**src/sv/y2r_pkg.sv**
```systemverilog
// Shared types and constants for the YUY2 to RGB565 converter.
// No dependencies.
package y2r_pkg;

  // Offsets removed from the incoming bytes.
  localparam int LUMA_OFFSET   = 16;
  localparam int CHROMA_OFFSET = 128;

  // Color coefficients in thousandths; scaled to fixed point at elaboration.
  localparam int COEF_RV_MILLI = 1140;
  localparam int COEF_GU_MILLI = 395;
  localparam int COEF_GV_MILLI = 581;
  localparam int COEF_BU_MILLI = 2032;
  localparam int MILLI         = 1000;

  // Largest channel value after flooring.
  localparam logic [7:0] CHAN_MAX = 8'hFF;

  // Load enables for the two register stages inside a pixel unit.
  typedef struct packed {
    logic sum_en;
    logic pack_en;
  } stage_en_t;

endpackage

```
**src/sv/yuy2_to_rgb565_converter.sv**
```systemverilog
// Top level of the YUY2 to RGB565 converter: offset, multiply, sum, pack.
// Depends on y2r_pkg and y2r_pixel.
//
//   channel | signals                                          | role
//   --------+--------------------------------------------------+-----------------
//   yuv     | yuv_valid, yuv_ready, luma_first, chroma_blue,   | one macropixel in
//           | luma_second, chroma_red                          |
//   rgb     | rgb_valid, rgb_ready, pixel_first, pixel_second  | two pixels out
//
// One item per cycle sustained while rgb_ready is high; four register stages
// (offset removal, constant multiplies, channel sums, clamp/pack) lie between
// the accepting edge and rgb_valid, in that order.
// Reset clears the four stage valid bits; payload registers are not reset.
// A stall on rgb_ready backs up stage by stage: a stage loads whenever it is
// empty or its successor loads, so bubbles are squeezed out and nothing is
// lost or repeated.
module yuy2_to_rgb565_converter #(
  parameter int COEF_FRAC_BITS = 12
) (
  input  logic        clk,
  input  logic        rst,
  input  logic        yuv_valid,
  output logic        yuv_ready,
  input  logic [7:0]  luma_first,
  input  logic [7:0]  chroma_blue,
  input  logic [7:0]  luma_second,
  input  logic [7:0]  chroma_red,
  output logic        rgb_valid,
  input  logic        rgb_ready,
  output logic [15:0] pixel_first,
  output logic [15:0] pixel_second
);
  import y2r_pkg::*;

  // Accumulator width covers luma << frac plus the largest chroma product.
  localparam int ACC_W  = COEF_FRAC_BITS + 11;
  localparam int COEF_W = COEF_FRAC_BITS + 2;

  // Coefficients rounded to nearest in fixed point.
  localparam int COEF_RV_I =
    (COEF_RV_MILLI * (1 << COEF_FRAC_BITS) + MILLI / 2) / MILLI;
  localparam int COEF_GU_I =
    (COEF_GU_MILLI * (1 << COEF_FRAC_BITS) + MILLI / 2) / MILLI;
  localparam int COEF_GV_I =
    (COEF_GV_MILLI * (1 << COEF_FRAC_BITS) + MILLI / 2) / MILLI;
  localparam int COEF_BU_I =
    (COEF_BU_MILLI * (1 << COEF_FRAC_BITS) + MILLI / 2) / MILLI;

  // Zero-extend each unsigned coefficient to the signed accumulator width.
  localparam logic signed [ACC_W-1:0] COEF_RV =
    $signed({{(ACC_W-COEF_W){1'b0}}, COEF_W'(COEF_RV_I)});
  localparam logic signed [ACC_W-1:0] COEF_GU =
    $signed({{(ACC_W-COEF_W){1'b0}}, COEF_W'(COEF_GU_I)});
  localparam logic signed [ACC_W-1:0] COEF_GV =
    $signed({{(ACC_W-COEF_W){1'b0}}, COEF_W'(COEF_GV_I)});
  localparam logic signed [ACC_W-1:0] COEF_BU =
    $signed({{(ACC_W-COEF_W){1'b0}}, COEF_W'(COEF_BU_I)});

  // Stage valid bits and per-stage load conditions.
  logic s1_valid, s2_valid, s3_valid, s4_valid;
  logic s1_ready, s2_ready, s3_ready, s4_ready;

  // Stage 1: bytes with offsets removed, 9-bit signed.
  logic signed [8:0] y0_s1, y1_s1, u_s1, v_s1;
  logic signed [ACC_W-1:0] u_ext, v_ext;

  // Stage 2: scaled luma and chroma products.
  logic signed [ACC_W-1:0] y0_scaled, y1_scaled;
  logic signed [ACC_W-1:0] prod_rv, prod_gu, prod_gv, prod_bu;

  stage_en_t pix_en;

  // Ready ripples back from the output: a stage takes new data if empty
  // or if its contents move on this cycle.
  always_comb begin
    s4_ready = !s4_valid || rgb_ready;
    s3_ready = !s3_valid || s4_ready;
    s2_ready = !s2_valid || s3_ready;
    s1_ready = !s1_valid || s2_ready;
    yuv_ready = s1_ready;
    rgb_valid = s4_valid;
    pix_en.sum_en  = s3_ready && s2_valid;
    pix_en.pack_en = s4_ready && s3_valid;
  end

  always_ff @(posedge clk) begin
    if (rst) begin
      s1_valid <= 1'b0;
      s2_valid <= 1'b0;
      s3_valid <= 1'b0;
      s4_valid <= 1'b0;
    end else begin
      if (s1_ready) s1_valid <= yuv_valid;
      if (s2_ready) s2_valid <= s1_valid;
      if (s3_ready) s3_valid <= s2_valid;
      if (s4_ready) s4_valid <= s3_valid;
    end
  end

  // Stage 1: remove luma and chroma offsets.
  always_ff @(posedge clk) begin
    if (s1_ready && yuv_valid) begin
      y0_s1 <= $signed({1'b0, luma_first})  - $signed(9'(LUMA_OFFSET));
      y1_s1 <= $signed({1'b0, luma_second}) - $signed(9'(LUMA_OFFSET));
      u_s1  <= $signed({1'b0, chroma_blue}) - $signed(9'(CHROMA_OFFSET));
      v_s1  <= $signed({1'b0, chroma_red})  - $signed(9'(CHROMA_OFFSET));
    end
  end

  // Sign-extend chroma for the constant multiplies.
  always_comb begin
    u_ext = $signed({{(ACC_W-9){u_s1[8]}}, u_s1});
    v_ext = $signed({{(ACC_W-9){v_s1[8]}}, v_s1});
  end

  // Stage 2: shared chroma products, luma shifted into the fixed-point grid.
  always_ff @(posedge clk) begin
    if (s2_ready && s1_valid) begin
      y0_scaled <= $signed({{(ACC_W-9-COEF_FRAC_BITS){y0_s1[8]}}, y0_s1,
                            {COEF_FRAC_BITS{1'b0}}});
      y1_scaled <= $signed({{(ACC_W-9-COEF_FRAC_BITS){y1_s1[8]}}, y1_s1,
                            {COEF_FRAC_BITS{1'b0}}});
      prod_rv   <= COEF_RV * v_ext;
      prod_gu   <= COEF_GU * u_ext;
      prod_gv   <= COEF_GV * v_ext;
      prod_bu   <= COEF_BU * u_ext;
    end
  end

  // Stages 3 and 4: channel sums, then clamp and pack, one unit per pixel.
  y2r_pixel #(
    .COEF_FRAC_BITS(COEF_FRAC_BITS)
  ) u_pixel_first (
    .clk      (clk),
    .en       (pix_en),
    .y_scaled (y0_scaled),
    .prod_rv  (prod_rv),
    .prod_gu  (prod_gu),
    .prod_gv  (prod_gv),
    .prod_bu  (prod_bu),
    .pixel    (pixel_first)
  );

  y2r_pixel #(
    .COEF_FRAC_BITS(COEF_FRAC_BITS)
  ) u_pixel_second (
    .clk      (clk),
    .en       (pix_en),
    .y_scaled (y1_scaled),
    .prod_rv  (prod_rv),
    .prod_gu  (prod_gu),
    .prod_gv  (prod_gv),
    .prod_bu  (prod_bu),
    .pixel    (pixel_second)
  );

endmodule

```
**src/sv/y2r_pixel.sv**
```systemverilog
// One pixel's channel sums, clamp and RGB565 packing, two register stages.
// Depends on y2r_pkg.
module y2r_pixel #(
  parameter int COEF_FRAC_BITS = 12
) (
  input  logic                             clk,
  input  y2r_pkg::stage_en_t               en,
  input  logic signed [COEF_FRAC_BITS+10:0] y_scaled,
  input  logic signed [COEF_FRAC_BITS+10:0] prod_rv,
  input  logic signed [COEF_FRAC_BITS+10:0] prod_gu,
  input  logic signed [COEF_FRAC_BITS+10:0] prod_gv,
  input  logic signed [COEF_FRAC_BITS+10:0] prod_bu,
  output logic [15:0]                      pixel
);
  import y2r_pkg::*;

  localparam int ACC_W = COEF_FRAC_BITS + 11;

  logic signed [ACC_W-1:0] red_sum;
  logic signed [ACC_W-1:0] green_sum;
  logic signed [ACC_W-1:0] blue_sum;
  logic [7:0] red;
  logic [7:0] green;
  logic [7:0] blue;

  // Floor by dropping fraction bits, then clamp to 0..255.
  function automatic logic [7:0] clamp_chan(input logic signed [ACC_W-1:0] acc);
    logic [7:0] q;
    if (acc[ACC_W-1]) begin
      q = 8'h00;
    end else if (|acc[ACC_W-2:COEF_FRAC_BITS+8]) begin
      q = CHAN_MAX;
    end else begin
      q = acc[COEF_FRAC_BITS+7:COEF_FRAC_BITS];
    end
    return q;
  endfunction

  always_ff @(posedge clk) begin
    if (en.sum_en) begin
      red_sum   <= y_scaled + prod_rv;
      green_sum <= y_scaled - prod_gu - prod_gv;
      blue_sum  <= y_scaled + prod_bu;
    end
  end

  always_comb begin
    red   = clamp_chan(red_sum);
    green = clamp_chan(green_sum);
    blue  = clamp_chan(blue_sum);
  end

  always_ff @(posedge clk) begin
    if (en.pack_en) begin
      pixel <= {red[7:3], green[7:2], blue[7:3]};
    end
  end

endmodule

```
**config.mk**
```make
export PLATFORM = sky130hd
export DESIGN_NAME = yuy2_to_rgb565_converter
export DESIGN_NICKNAME = d
export VERILOG_FILES = /design/src/sv/y2r_pkg.sv /design/src/sv/yuy2_to_rgb565_converter.sv /design/src/sv/y2r_pixel.sv
export SDC_FILE = /design/constraint.sdc
export NUM_CORES = 1
export LEC_CHECK = 0
export BUFFER_PORTS_ARGS = -buffer_cell sky130_fd_sc_hd__buf_2
export CELL_PAD_IN_SITES_DETAIL_PLACEMENT = 0
export CELL_PAD_IN_SITES_GLOBAL_PLACEMENT = 2
export CORE_AREA = 2 2 188 190
export DETAILED_ROUTE_END_ITERATION = 7
export DIE_AREA = 0 0 190 192
export PLACE_DENSITY = 0.85
export SYNTH_ARGS = -nofsm -noshare
export SYNTH_HDL_FRONTEND = slang
export SYNTH_SLANG_ARGS = --single-unit
```
**constraint.sdc**
```tcl
create_clock -name clk -period 5.9 [get_ports clk]
set_input_delay 1.18 -clock clk [delete_from_list [all_inputs] [get_ports clk]]
set_output_delay 1.18 -clock clk [all_outputs]
set_load 0.05 [all_outputs]
```
==> impl_metrics.json, run 1 <==
{
  "drv_slew": 0,
  "cts_htree_levels": 4,
  "ios": 70,
  "tritoncts": "built",
  "core_area_sq_um": 34300,
  "first_global_vias": 9158,
  "ir_worst_vdd_uv": 249,
  "synth_cells": 1252,
  "max_cap_viol_count": 0,
  "setup-violations-final": 0,
  "critical-path-max-stage-delay_ps": 570,
  "track_usage_pct": 15.9,
  "nets": 1755,
  "path_clk_slew_ps": 80,
  "path_buf_inv": 2,
  "postLayoutSetupSlackWorst_ps": 1010,
  "worstPathArrival_ps": 5080,
  "worst_pin_slew_ps": 892,
  "n_antenna_cell": 0,
  "cts_buffer_depth": 2,
  "yosysUniqueCellTypes": 59,
  "yosys_warnings": 0,
  "cp_max_fo": 9,
  "period_needed_ps": 4890,
  "numCtsBuffers": 17,
  "antenna_left": 0,
  "hp-class": "flop to flop",
  "ys_seq_elements": 200,
  "fp.dieH_um": 192,
  "syn-cell-area_sq_um": 15000,
  "path_class": "flop to flop",
  "layout_common_cells": "ha_1 (308), edfxtp_1 (196), inv_1 (170), nor2_1 (91), buf_2 (69)",
  "grt_pass1_wl_mm": 45.3,
  "relSlewSlack_pct": 40.4,
  "ys_async_sr_fraction_pct": 0,
  "cpMostUsedCell": "fa_1",
  "fmax_ghz": 0.204,
  "grt_overflow_total": 0,
  "layout_commonest_cell": "ha_1",
  "antenna_found_initial": 0,
  "ctsHoldBuffers": 0,
  "syn2layout_area_growth_pct": 10.9,
  "outcome": "finished clean",
  "avgSynthCellArea_sq_um": 12.0,
  "drive_gt1_share_pct": 9.87,
  "crit_path_start_kind": "flop",
  "drt-wirelength-per-cell_um": 14.8,
  "slowest_stage": "edfxtp_1",
  "power_density_nw_per_um2": 374,
  "drc": 0,
  "finalHoldViolCount": 0,
  "synth_edf_count": 196,
  "io_buffers": 69,
  "cp_cell_sequence": "fa_1 > ha_1 > inv_1 > fa_1 > inv_1 > fa_1 > fa_1 > ha_1 > a21o_1 > a21oi_1 > o21ai_0 > a41oi_1 > o211ai_1 > a21oi_1 > xnor2_1",
  "critPathRequiredTime_ps": 6090,
  "synth_nets": 1663,
  "drt-pass1-iter-count": 4,
  "grt_max_degree": 51,
  "routed_via_density": 4.94,
  "cts_resized": 0,
  "finClkSkew_ps": 13.1,
  "die_area_sq_um": 36500,
  "ys_seq_area_share_pct": 39.8,
  "critPathTopFamily": "adder cells",
  "ys.flop_type": "edfxtp_1",
  "drt_iter0_drc": 382,
  "rows": 68,
  "gp_congestion": 0.821,
  "start_util_pct": 43.7,
  "finalCritPeriodShare_pct": 82.9,
  "crit_path_end_kind": "flop",
  "postLayoutCoreUtil_pct": 48.5,
  "post_cts_buffers": 0,
  "leakage_nw": 7.63,
  "root_buffer": "clkbuf_16",
  "clkLatencyLatePin_ps": 460,
  "post-place-ws_ps": 1000,
  "grt_setup_unrepaired": "no",
  "dp_hpwl_mm": 21.9,
  "cts.sink_count": 200,
  "setup-tns-final_ps": 0,
  "totalWireLength_mm": 26.8,
  "vias": 8943,
  "chipWidth_um": 190
}
==> logic make-up after synthesis <==
kind of cell	Yosys count	share of synthesized area (%)
AND/OR/NAND/NOR	225	7.10
buffers and inverters	172	4.31
AO/OA/AOI/OAI	183	8.42
multiplexers	1	0.0668
XOR/XNOR	96	5.61
flip-flops	200	39.8
adder cells (fa/ha/maj)	375	34.7
==> worst register-to-register path, stage by stage (launching register included) <==
cell      delay (ps)
edfxtp_1         570
fa_1             560
ha_1             290
inv_1             50
fa_1             490
inv_1             50
fa_1             490
fa_1             400
ha_1             320
a21o_1           200
a21oi_1          120
o21ai_0          150
a41oi_1          440
o211ai_1         210
a21oi_1          210
xnor2_1           70
==> cells in the mapped netlist, drive strengths merged, types with 7 or more instances <==
master,n,area share (%)
ha,308,26
edfxtp,196,39
inv,170,4.3
nor2,91,2.3
fa,67,9.0
xnor2,60,3.5
a21oi,59,2.3
o21ai,40,1.5
nor3,37,1.2
xor2,36,2.1
nand2,27,0.68
a21o,22,1.1
nand2b,15,0.63
nand3,15,0.50
and3,11,0.46
o21a,10,0.50
nor2b,7,0.29
==> metal layers <==
metal | track usage (%) | part of all wire (%) | up-vias
met5 | 0 | 0 | -
met2 | 27.4 | 48 | 104
met3 | 2.28 | 3.2 | 29
met4 | 5.58 | 2.1 | 0
met1 | 20.5 | 47 | 4168
li1 | - | - | 4642
==> sequential cells by signal, indices dropped and copies added, names as in the netlist, 12 cells and up <==
signal and count:
prod_bu 12, prod_gu 19, prod_gv 19, prod_rv 12, u_pixel_first.pixel 16, u_pixel_second.pixel 16
==> layout make-up <==
type,count,area [sq um]
Multi-Input combinational cell,880,8400
Clock inverter,15,224
Sequential cell,200,5970
Tap cell,455,569
Timing Repair Buffer,75,390
Clock buffer,17,425
Fill cell,3098,17700
Inverter,170,638
==> path summary, 6_finish.rpt <==
check	start	endpoint	slack (ps)	cells past startpoint
worst max-delay path	v_s1[3]$_DFFE_PP_	prod_rv[22]$_DFFE_PP_	1010	15
worst min-delay path	y1_s1[6]$_DFFE_PP_	y1_scaled[18]$_DFFE_PP_	420	0
worst max register to register	v_s1[3]$_DFFE_PP_	prod_rv[22]$_DFFE_PP_	1010	15
worst min register to register	y1_s1[6]$_DFFE_PP_	y1_scaled[18]$_DFFE_PP_	420	0
==> stage by stage <==
step	total power [mW]	hold WS, ps	instances	area [sq um]
after floorplan	4.27	400	1252	15000
after global placement	4.92	401	1780	16000
after detailed placement	4.98	406	1780	16000
after CTS	6.30	421	1812	16600
after global routing	6.84	432	1812	16600
final	6.22	419	1812	16600
==> report_power, final <==
| part | switching [mW] | internal (mW) | total (mW) | leakage, nW |
|---|---|---|---|---|
| combinational | 1.66 | 1.28 | 2.95 | 5.45 |
| clock | 0.587 | 0.698 | 1.28 | 0.316 |
| sequential | 0.0914 | 1.89 | 1.99 | 1.87 |
| total | 2.34 | 3.87 | 6.22 | 7.63 |
Note: power is estimated with default switching activity, not from simulation.
==> run 2: changes to the inputs <==
ABC_AREA = 1   (was not set)
CORE_AREA = 2 2 206 208   (was 2 2 188 190)
DIE_AREA = 0 0 208 210   (was 0 0 190 192)
clock period = 4.7 ns   (was 5.9 ns; I/O delays follow)
==> impl_metrics.json, run 2 <==
{
  "outcome": "finished clean",
  "crit_end": "prod_rv[18]$_DFFE_PP_",
  "yosys.area.top_type": "edfxtp_1",
  "grt_pass1_wl_mm": 63.2,
  "antenna_found_initial": 0,
  "grt_setup_unrepaired": "no",
  "ys_async_sr_fraction_pct": 0,
  "synthXorXnorAreaFrac_pct": 4.57,
  "gp_congestion": 0.884,
  "drt_iter0_drc": 603,
  "worst_r2r_endpoint": "prod_rv[18]$_DFFE_PP_",
  "numCtsBuffers": 17,
  "die_area_sq_um": 43700,
  "ys_seq_elements": 200,
  "crit_path_start_kind": "flop",
  "leakage_nw": 9.02,
  "power_density_nw_per_um2": 416,
  "fmax_ghz": 0.230,
  "grt_max_degree": 81,
  "io_buffers": 69,
  "finalCritPeriodShare_pct": 92.4,
  "antenna_left": 0,
  "n_antenna_cell": 0,
  "root_buffer": "clkbuf_16",
  "ys.flop_type": "edfxtp_1",
  "drv_slew": 0,
  "rows": 75,
  "finClkSkew_ps": 14.8,
  "cts_resized": 0,
  "syn-cell-area_sq_um": 16900,
  "chipWidth_um": 208,
  "n_fill_cell": 4110,
  "post_cts_buffers": 0,
  "worstPathArrival_ps": 4560,
  "synthTopCellsByArea": "edfxtp_1 (35%), ha_1 (23%), fa_1 (8.0%)",
  "reg2reg_slack_ps": 360,
  "relSlewSlack_pct": 25.9,
  "dp_hpwl_mm": 32.8,
  "synth_top_family_by_area": "adder cells",
  "drc": 0,
  "hp-class": "flop to flop",
  "post-place-ws_ps": 358,
  "drive_gt1_share_pct": 7.56,
  "track_usage_pct": 18.3,
  "drt-pass1-iter-count": 6,
  "ys_seq_area_share_pct": 35.4,
  "grt_overflow_total": 0,
  "rr_worst_depth": 17,
  "yosysUniqueCellTypes": 37,
  "yosys_warnings": 0,
  "synth_edf_count": 196,
  "max_cap_viol_count": 0,
  "top_regs": "prod_gu: 19 flops, prod_gv: 19 flops",
  "synth_most_common_cell": "ha_1",
  "routed_via_density": 4.94,
  "cp_max_fo": 8,
  "synth_nets": 2192,
  "layout_common_cells": "ha_1 (308), inv_1 (303), nand2_1 (300), edfxtp_1 (196), a21oi_1 (163)",
  "start_util_pct": 40.7,
  "synthAdderAreaFrac_pct": 30.8,
  "syn2layout_area_growth_pct": 10.1,
  "crit_path_start": "v_s1[5]$_DFFE_PP_",
  "synth_top_area_share_pct": 34.9,
  "ctsHoldBuffers": 0,
  "fp.dieH_um": 210,
  "core_area_sq_um": 41500,
  "first_global_vias": 12100,
  "nets": 2290,
  "layout_commonest_cell": "ha_1",
  "totalWireLength_mm": 38.6,
  "total_power_mw": 7.72,
  "postLayoutSetupSlackWorst_ps": 355,
  "synth-compound-area-share_pct": 8.81,
  "vias": 12000,
  "setup-violations-final": 0,
  "synth_mux_area_share_pct": 0,
  "clkLatencyLatePin_ps": 460,
  "cts_htree_levels": 4,
  "ios": 70,
  "synth_cells": 1781,
  "crit_path_end_kind": "flop",
  "tritoncts": "built",
  "r2r-start": "v_s1[5]$_DFFE_PP_",
  "yosys.area_share.simple_pct": 13.6,
  "path_clk_slew_ps": 80,
  "cts_buffer_depth": 2,
  "worst_pin_slew_ps": 1110,
  "synthTopCellsByCount": "ha_1 (308), inv_1 (305), nand2_1 (300)",
  "avgSynthCellArea_sq_um": 9.47,
  "ir_worst_vdd_uv": 261,
  "path_class": "flop to flop",
  "period_needed_ps": 4340,
  "critPathRequiredTime_ps": 4910,
  "drt-wirelength-per-cell_um": 15.9,
  "setup-tns-final_ps": 0,
  "finalHoldViolCount": 0,
  "cts.sink_count": 200
}
run 2: per-layer routing:
layer | up-vias | GRT usage, % | share of wire [%] | wire length [um]
met1 | 5626 | 25.2 | 49 | 18800
met4 | 0 | 4.57 | 1.4 | 544
met5 | - | 0 | 0 | 0
met3 | 27 | 2.34 | 2.8 | 1090
met2 | 169 | 30.6 | 47 | 18200
li1 | 6192 | - | - | -
run 2: area by class of cell:
| cell class | count | area, sq um | area share, % |
|---|---|---|---|
| clock inverters | 14 | 176 | 0.950 |
| clock buffers | 18 | 429 | 2.31 |
| inverters | 309 | 1160 | 6.24 |
| repair buffers | 79 | 420 | 2.26 |
| well taps | 539 | 674 | 3.63 |
| multi-input cells | 1272 | 9750 | 52.5 |
| flip-flops and latches | 200 | 5970 | 32.1 |
run 2: report_power, final:
group / switching, mW / internal, mW
Sequential: 0.106 / 2.31
Clock: 0.721 / 0.810
Combinational: 2.41 / 1.36
run 2: cell families after synthesis:
family / after synthesis
and+or+nand+nor: 546
adders and majority gates: 375
buffers and inverters: 309
AOI/OAI and AO/OA: 263
DFF: 200
xor gates and xnor gates: 88
run 2: how the worst min path moves through the flow:
stage / startpoint / end / slack (ps) / cells after the start
after floorplan: y0_s1[0]$_DFFE_PP_ / y0_scaled[12]$_DFFE_PP_ / 400 / 0
after global placement: y1_s1[8]$_DFFE_PP_ / y1_scaled[20]$_DFFE_PP_ / 400 / 0
after detailed placement: y0_s1[6]$_DFFE_PP_ / y0_scaled[18]$_DFFE_PP_ / 400 / 0
after CTS: y1_s1[4]$_DFFE_PP_ / y1_scaled[16]$_DFFE_PP_ / 410 / 0
after global routing: y1_s1[5]$_DFFE_PP_ / y1_scaled[17]$_DFFE_PP_ / 420 / 0
final: y1_s1[4]$_DFFE_PP_ / y1_scaled[16]$_DFFE_PP_ / 410 / 0
run 2: stage by stage:
step                hold WS [ps]  utilization, %  std cells  instance area, sq um
floorplan                    400               -       1781                 16900
global placement             402            43.3       2399                 18000
detailed placement           405            43.3       2399                 18000
CTS                          412            44.8       2431                 18600
global route                 421            44.8       2431                 18600
finish                       410            44.8       2431                 18600
run 2: worst max-delay path, stage by stage (launching register included):
cell and delay [ps]:
edfxtp_1 550, fa_1 530, ha_1 300, inv_1 50, fa_1 500, inv_1 60
fa_1 560, fa_1 430, ha_1 360, nand2_1 70, nor2_1 80, nand2_1 60
nand2_1 180, nand2_1 80, nand2_1 110, nand2_1 80, nand3_1 70, nand2_1 50
